--- src/sv/nnrs_pkg.sv ---
// Shared constants, types and address helpers for the nearest-neighbor RGB resize unit.
package nnrs_pkg;

  localparam int unsigned MAX_WIDTH  = 256;
  localparam int unsigned MAX_HEIGHT = 256;

  localparam int unsigned POS_W   = 8;
  localparam int unsigned SIZE_W  = 9;
  localparam int unsigned CHAN_W  = 8;
  localparam int unsigned PIXEL_W = 3 * CHAN_W;
  localparam int unsigned CFG_IDX_W = 8;

  localparam int unsigned DEPTH  = MAX_WIDTH * MAX_HEIGHT;
  localparam int unsigned ADDR_W = $clog2(DEPTH);

  localparam int unsigned DIVIDEND_W = POS_W + SIZE_W;
  localparam int unsigned QUOT_W     = SIZE_W;
  localparam int unsigned CNT_W      = $clog2(QUOT_W + 1);

  localparam logic OP_STORE = 1'b0;
  localparam logic OP_READ  = 1'b1;

  localparam logic [CFG_IDX_W-1:0] REG_SRC_WIDTH  = CFG_IDX_W'(0);
  localparam logic [CFG_IDX_W-1:0] REG_SRC_HEIGHT = CFG_IDX_W'(1);
  localparam logic [CFG_IDX_W-1:0] REG_DST_WIDTH  = CFG_IDX_W'(2);
  localparam logic [CFG_IDX_W-1:0] REG_DST_HEIGHT = CFG_IDX_W'(3);

  localparam logic [SIZE_W-1:0] SIZE_RESET = SIZE_W'(256);

  typedef enum logic [2:0] {
    ST_IDLE,
    ST_START,
    ST_DIV,
    ST_RD,
    ST_RSP
  } nnrs_state_e;

  typedef logic [PIXEL_W-1:0] pixel_t;

  function automatic logic [SIZE_W-1:0] clamp_size(input logic [SIZE_W-1:0] v,
                                                    input int unsigned max_v);
    logic [SIZE_W-1:0] r;
    r = v;
    if (v == '0) begin
      r = SIZE_W'(1);
    end else if (32'(v) > max_v) begin
      r = SIZE_W'(max_v);
    end
    return r;
  endfunction

  function automatic logic [ADDR_W-1:0] pix_addr(input logic [SIZE_W-1:0] row,
                                                 input logic [SIZE_W-1:0] col);
    return ADDR_W'(row) * ADDR_W'(MAX_WIDTH) + ADDR_W'(col);
  endfunction

endpackage

--- src/sv/nnrs_div.sv ---
// Iterative restoring divider that produces one quotient bit per cycle.
module nnrs_div (
  input  logic                             clk_i,
  input  logic                             rst_ni,
  input  logic                             start_i,
  input  logic [nnrs_pkg::DIVIDEND_W-1:0]  dividend_i,
  input  logic [nnrs_pkg::SIZE_W-1:0]      divisor_i,
  output logic                             busy_o,
  output logic [nnrs_pkg::QUOT_W-1:0]      quot_o
);
  import nnrs_pkg::*;

  logic [CNT_W-1:0]  cnt_q, cnt_d;
  logic [SIZE_W-1:0] rem_q, rem_d;
  logic [QUOT_W-1:0] low_q, low_d;
  logic [QUOT_W-1:0] quot_q, quot_d;
  logic [SIZE_W-1:0] dsor_q, dsor_d;
  logic [SIZE_W:0]   trial;

  assign trial = {rem_q, low_q[QUOT_W-1]};

  always_comb begin
    cnt_d  = cnt_q;
    rem_d  = rem_q;
    low_d  = low_q;
    quot_d = quot_q;
    dsor_d = dsor_q;
    if (start_i) begin
      cnt_d  = CNT_W'(QUOT_W);
      rem_d  = SIZE_W'(dividend_i[DIVIDEND_W-1:QUOT_W]);
      low_d  = dividend_i[QUOT_W-1:0];
      quot_d = '0;
      dsor_d = divisor_i;
    end else if (cnt_q != '0) begin
      cnt_d = cnt_q - CNT_W'(1);
      low_d = {low_q[QUOT_W-2:0], 1'b0};
      if (trial >= {1'b0, dsor_q}) begin
        rem_d  = SIZE_W'(trial - {1'b0, dsor_q});
        quot_d = {quot_q[QUOT_W-2:0], 1'b1};
      end else begin
        rem_d  = trial[SIZE_W-1:0];
        quot_d = {quot_q[QUOT_W-2:0], 1'b0};
      end
    end
  end

  always_ff @(posedge clk_i or negedge rst_ni) begin
    if (!rst_ni) begin
      cnt_q <= '0;
    end else begin
      cnt_q <= cnt_d;
    end
  end

  always_ff @(posedge clk_i) begin
    rem_q  <= rem_d;
    low_q  <= low_d;
    quot_q <= quot_d;
    dsor_q <= dsor_d;
  end

  assign busy_o = (cnt_q != '0);
  assign quot_o = quot_q;

  a_start_busy: assert property (@(posedge clk_i) disable iff (!rst_ni)
    start_i |=> busy_o)
    else $error("divider not busy after start");
  a_count_down: assert property (@(posedge clk_i) disable iff (!rst_ni)
    (busy_o && !start_i) |=> (cnt_q == $past(cnt_q) - CNT_W'(1)))
    else $error("divider count did not step");
  a_count_max: assert property (@(posedge clk_i) disable iff (!rst_ni)
    32'(cnt_q) <= QUOT_W)
    else $error("divider count out of range");

endmodule

--- config.mk ---
export PLATFORM = sky130hd
export DESIGN_NAME = nnrs_div
export DESIGN_NICKNAME = d
export VERILOG_FILES = /design/src/sv/nnrs_pkg.sv /design/src/sv/nnrs_div.sv
export SDC_FILE = /design/constraint.sdc
export NUM_CORES = 1
export LEC_CHECK = 0
export BUFFER_PORTS_ARGS = -buffer_cell sky130_fd_sc_hd__buf_2
export CORE_AREA = 2 2 67 69
export CTS_BUF_LIST = sky130_fd_sc_hd__clkbuf_2 sky130_fd_sc_hd__clkbuf_4 sky130_fd_sc_hd__clkbuf_8
export CTS_CLUSTER_DIAMETER = 40
export DETAILED_ROUTE_END_ITERATION = 10
export DIE_AREA = 0 0 69 71
export PLACE_DENSITY_LB_ADDON = 0.12
export SYNTH_ARGS = -nofsm -noshare
export SYNTH_HDL_FRONTEND = slang
export SYNTH_SLANG_ARGS = --single-unit
--- constraint.sdc ---
create_clock -name clk_i -period 2.4 [get_ports clk_i]
set_input_delay 0 -clock clk_i [delete_from_list [all_inputs] [get_ports clk_i]]
set_output_delay 0 -clock clk_i [all_outputs]
set_load 0.01 [all_outputs]
# --- After elaboration in Yosys (flattened, before gate mapping) ---
# Cells that the tools add are included.
totals:
  word_cells: 19
  register_bits: 40
  out_inout_bits: 10
  in_bits: 29
op_classes:
  add_sub_neg: 2
  magnitude_cmp: 1
  muxes: 8
  reduce_logical: 2
op_table:
  columns: ["op", "count"]
  rows:
  - ["two-way mux 9 bit", 3]
  - ["two-way mux 8 bit", 2]
  - ["greater-or-equal comparator 10 x 9 -> 1 bit", 1]
  - ["subtractor 9 bit", 1]
  - ["two-way mux 4 bit", 2]
  - ["nonzero test 4 bit", 1]
  - ["subtractor 4 x 1 -> 4 bit (second input constant)", 1]
  - ["nonzero test 2 bit", 1]
  - ["two-way mux 1 bit", 1]

# --- Depth between registers and ports, before layout ---
logic_depth:
  depth_word: 4
  depth_mapped: 11
  depth_no_buf: 10

# --- Worst setup path before layout ---
# No wires, ideal clock.
synth_path:
  kind: "flip-flop to flip-flop"
  from: "register low_q[8]"
  to: "register rem_q[0] (data pin)"
  path_slack_ps: -16
  required_ps: 2140
  t_arrival_ps: 2156
  n_path_buf: 1
  period_less_slack_ps: 2416
  setup_time_ps: 260
  stages_incl_launch_ff: 11
  path_cell_list: "edfxtp_1 > inv_1 > ha_1 > inv_1 > fa_1 > a21o_1 > a221oi_4 > o221a_1 > buf_6 > o21ai_1 > mux2_2"
synth_between:
  elab_chain_cells: 4
  word_cells_on_any_way: 5
  cone_classes: "add/sub: 1; order compare: 1; mux: 3"
synth_lines:
  columns: ["item", "line", "text"]
  rows:
  - ["from (decl)", "nnrs_div.sv:15", "logic [QUOT_W-1:0] low_q, low_d;"]
  - ["from (signal assigned)", "nnrs_div.sv:57", "low_q <= low_d;"]
  - ["subtractor 9 bit or greater-or-equal comparator 10 x 9 -> 1 bit (tied branches)", "nnrs_div.sv:38, nnrs_div.sv:37", null]
  - ["two-way mux 9 bit *", "nnrs_div.sv:37", "if (trial >= {1'b0, dsor_q}) begin"]
  - ["two-way mux 8 bit *", "nnrs_div.sv:34", "end else if (cnt_q != '0) begin"]
  - ["two-way mux 8 bit *", "nnrs_div.sv:28", "if (start_i) begin"]
  - ["net rem_d[0]", "nnrs_div.sv:14", "logic [SIZE_W-1:0] rem_q, rem_d;"]
  - ["to (signal assigned)", "nnrs_div.sv:56", "rem_q <= rem_d;"]
  - ["to (decl)", "nnrs_div.sv:14", null]
# The timed path passes the listed nets; every way through them passes the cells marked *. The select of a mux whose other input is x is not followed.
# A chain may end at the register's enable or synchronous reset.

# --- Worst setup path in the final report ---
layout_path:
  from: "register rem_q[3]"
  to: "register rem_q[0] (data pin)"
layout_between:
  elab_chain_cells: 4
layout_lines:
  columns: ["item", "line"]
  rows:
  - ["greater-or-equal comparator 10 x 9 -> 1 bit", "nnrs_div.sv:37"]
  - ["two-way mux 9 bit", "nnrs_div.sv:37"]
  - ["two-way mux 8 bit", "nnrs_div.sv:34"]
  - ["two-way mux 8 bit", "nnrs_div.sv:28"]
  - ["net rem_d[0]", "nnrs_div.sv:14"]
# The timed path passes the listed nets, and every way through them passes these cells. The select of a mux whose other input is x is not followed.

==> metrics.yaml <==
status:
  run_status: "finished with violations"
  violations: "setup timing"
logic_synthesis:
  netlist_area_sq_um: 2080
  synth_warnings: 0
  synthCells: 187
  ys_seq_area_share_pct: 52.0
  synth.distinct_cells: 42
  synth_edf_count: 26
  synth_area_leader_cell: "edfxtp_1"
  mappedNetlistNets: 227
  synth_seq_cells: 40
  synth.area.top_cells: "edfxtp_1, dfxtp_1, ha_1"
  synth_top_area_share_pct: 37.6
  async_reset_ff_share_pct: 10.0
  synth.most_common_cell: "edfxtp_1"
  syn_avg_cell_area_sq_um: 11.1
  synthFlopType: "edfxtp_1"
  synth_commonest_cells: "edfxtp_1, nand2_1, a21oi_1, inv_1"
power:
  p_per_area_nw_per_um2: 1050
  combPwrFrac_pct: 46.3
  p_clk_share_pct: 19.1
  internal_power_w: 0.00189
  power_frac_seq_pct: 34.6
  p_leak_nw: 1.19
  power.switching_w: 0.000966
  p_sw_share_pct: 33.8
  ir_drop_mv: 0.518
place:
  hpwl_microns: 3010
  place_inst: 276
  place.gp.congestion: 0.842
  io_buffers: 38
worst_setup_path:
  crit_fanout: 7
  critical_path.cell_chain: "ha_2, and3_1, a41oi_1, o221a_4, buf_12, buf_4, nand2_1, o21ai_2, mux2_4"
  slowest_stage: "edfxtp_1"
  worst-setup-path-type: "reg -> reg"
  ff2ff_path_depth: 9
  cp_top_family: "compound AO/OA/AOI/OAI gates"
  ff2ff_setup_slack_ps: -50
  worst-path-buf-inv: 2
  critical_path_required_ps: 2450
  regToRegStartpoint: "rem_q[3]$_DFFE_PP_"
  endpoint_kind: "flop"
  timing.rr.end: "rem_q[0]$_DFFE_PP_"
  slowest_delay_ps: 430
  start_kind: "flop"
  cp.arrival_ps: 2490
global_route:
  grt_pass1_wl_microns: 7420
  grt_overflow: 0
  antenna_found_initial: 0
  first_global_vias: 1651
  grt_max_degree: 41
  grt_use_total_pct: 19.0
clock_tree:
  clk_latency_ps: 290
  clk_pin_slew_ps: 80
  cts_tree: "yes"
  htreeDepth: 2
  cts_buffers: 5
  clock_path_buffers: 2
  cts_root_buf: "clkbuf_8"
  clkSinkCount: 40
timing:
  slew_headroom_pct: 47.0
  finClkSkew_ps: 8.01
  period_share_pct: 102
  setup_violations: 1
  grt_setup_unrepaired: "true"
  fmax_ghz: 0.409
  slew_violations: 0
  tightest_slew_ps: 795
  period_needed_ps: 2450
  hold_violations: 0
  setup_slack_ps: -45.6
  tns_ps: -45.6
layout:
  instances_no_fill: 307
  n_antenna_cell: 0
  regArea_sq_um: 1080
  drive_gt1_share_pct: 32.9
  area_growth_pct: 31.2
  fillers: 353
  multiInputGateArea_sq_um: 917
  nets: 294
routing:
  vias_per_cell: 5.34
  drt-initial-drc-count: 90
  final_antenna_net_count: 0
  firstDrtPassIters: 4
  wl_per_cell_microns: 14.4
  vias: 1640
  drc: 0
  drt-total-wl_microns: 4410
floorplan:
  die_h_microns: 71
  core_sq_um: 4200
  die_w_microns: 69
  start_util_pct: 49.4
  rows: 24
  pin_count: 39
  die-area_sq_um: 4900
min_path:
  hold_path.class: "in -> reg"
  whs_path_depth: 2
  hp-start: "dividend_i[4]"
  hold_end: "low_q[4]$_DFFE_PP_"
job:
  maxCapViolations: 0
## cells in the final DEF (no fill, tap or decap), types with 4 or more instances in the layout
cell,count
a21oi_1,13
buf_2,38
buf_4,13
clkbuf_8,5
dfrtp_1,4
dfxtp_1,10
dlygate4sd3_1,15
edfxtp_1,26
ha_1,8
inv_1,13
mux2_2,8
nand2_1,23
nand2b_1,4
nand3b_1,4
nor2_1,6
nor3_1,4
xor2_1,4
## routing by layer
| metal | up-vias | part of all wire [%] | track usage, % |
|---|---|---|---|
| met3 | 12 | 4.8 | 4.70 |
| met1 | 777 | 44 | 22.6 |
| met2 | 45 | 49 | 33.4 |
| met5 | - | 0 | 0 |
| met4 | 0 | 2.6 | 7.19 |
| li1 | 806 | - | - |
## registers in the layout, summed over array words and instances, names as in the netlist
signal,count
quot_o,9
rem_q,9
cnt_q,4
dsor_q,9
low_q,9
## metrics by stage
| stage | total power [W] | util, % | cell area, sq um | hold slack, ps | worst slack, ps |
|---|---|---|---|---|---|
| 3_5_place_dp | 0.00208 | 56.0 | 2360 | -192 | -120 |
| 4_1_cts | 0.00294 | 65.1 | 2740 | 4.24 | -59.7 |
| 2_1_floorplan | 0.00179 | - | 2080 | -296 | 37.4 |
| 5_1_grt | 0.00307 | 64.9 | 2730 | 5.16 | -142 |
| 6_report | 0.00286 | 64.9 | 2730 | 11.9 | -45.6 |
| 3_3_place_gp | 0.00203 | 56.0 | 2360 | -196 | -2.13 |
## worst reg2reg max path, stage by stage (launching register included)
cell      delay (ps)
edfxtp_1         430
ha_2             400
and3_1           240
a41oi_1          140
o221a_4          310
buf_12           140
buf_4            130
nand2_1           90
o21ai_2           60
mux2_4           270
## power by group through the flow
| stage | Combinational [W] | Clock [W] | Sequential [W] |
|---|---|---|---|
| global route | 0.00146 | 0.000602 | 0.00101 |
| floorplan | 0.000818 | 0 | 0.000972 |
| finish | 0.00132 | 0.000547 | 0.000990 |
| CTS | 0.00138 | 0.000565 | 0.000988 |
| detailed placement | 0.00108 | 0 | 0.00100 |
| global placement | 0.00103 | 0 | 0.00100 |
## how the worst max path moves through the flow
| stage | startpoint | end | slack, ps | depth (start not counted) |
|---|---|---|---|---|
| final | rem_q[3]$_DFFE_PP_ | rem_q[0]$_DFFE_PP_ | -50 | 9 |
| after global routing | low_q[8]$_DFFE_PP_ | rem_q[7]$_DFFE_PP_ | -140 | 11 |
| after global placement | low_q[8]$_DFFE_PP_ | rem_q[0]$_DFFE_PP_ | -2 | 10 |
| after detailed placement | low_q[8]$_DFFE_PP_ | rem_q[0]$_DFFE_PP_ | -120 | 10 |
| after CTS | low_q[8]$_DFFE_PP_ | rem_q[0]$_DFFE_PP_ | -60 | 10 |
| after floorplan | low_q[8]$_DFFE_PP_ | rem_q[0]$_DFFE_PP_ | 40 | 10 |
## logic make-up (layout without fill, tap and decap cells)
logic type                 count (synthesis)  after routing  share of synthesized area [%]
AOI/OAI and AO/OA                         39             39                           13.6
muxes                                     11             11                           5.84
DFF                                       40             40                           52.0
buffers and inverters                     24             92                           5.42
adders and majority gates                 11             11                           6.98
and+or+nand+nor                           55             55                           13.2
xor gates and xnor gates                   7              7                           2.95
## layout make-up
type	count	area share, %
tap	52	2.39
inverter	14	1.93
clock buffer	5	2.52
multi-input combinational	123	33.6
sequential	40	39.7
timing repair buffer	70	18.4
clock inverter	3	1.51
## repair_timing
item                                    4_1_cts  5_1_grt
cloned                                        1        0
endpoints found under the setup margin        6        9
gates resized for setup                       9        3
pin swaps                                     7        7
buffers inserted                              7        1
hold buffers                                 15        0
endpoints found under the hold margin        18        0
(Power assumes the default switching activity.)
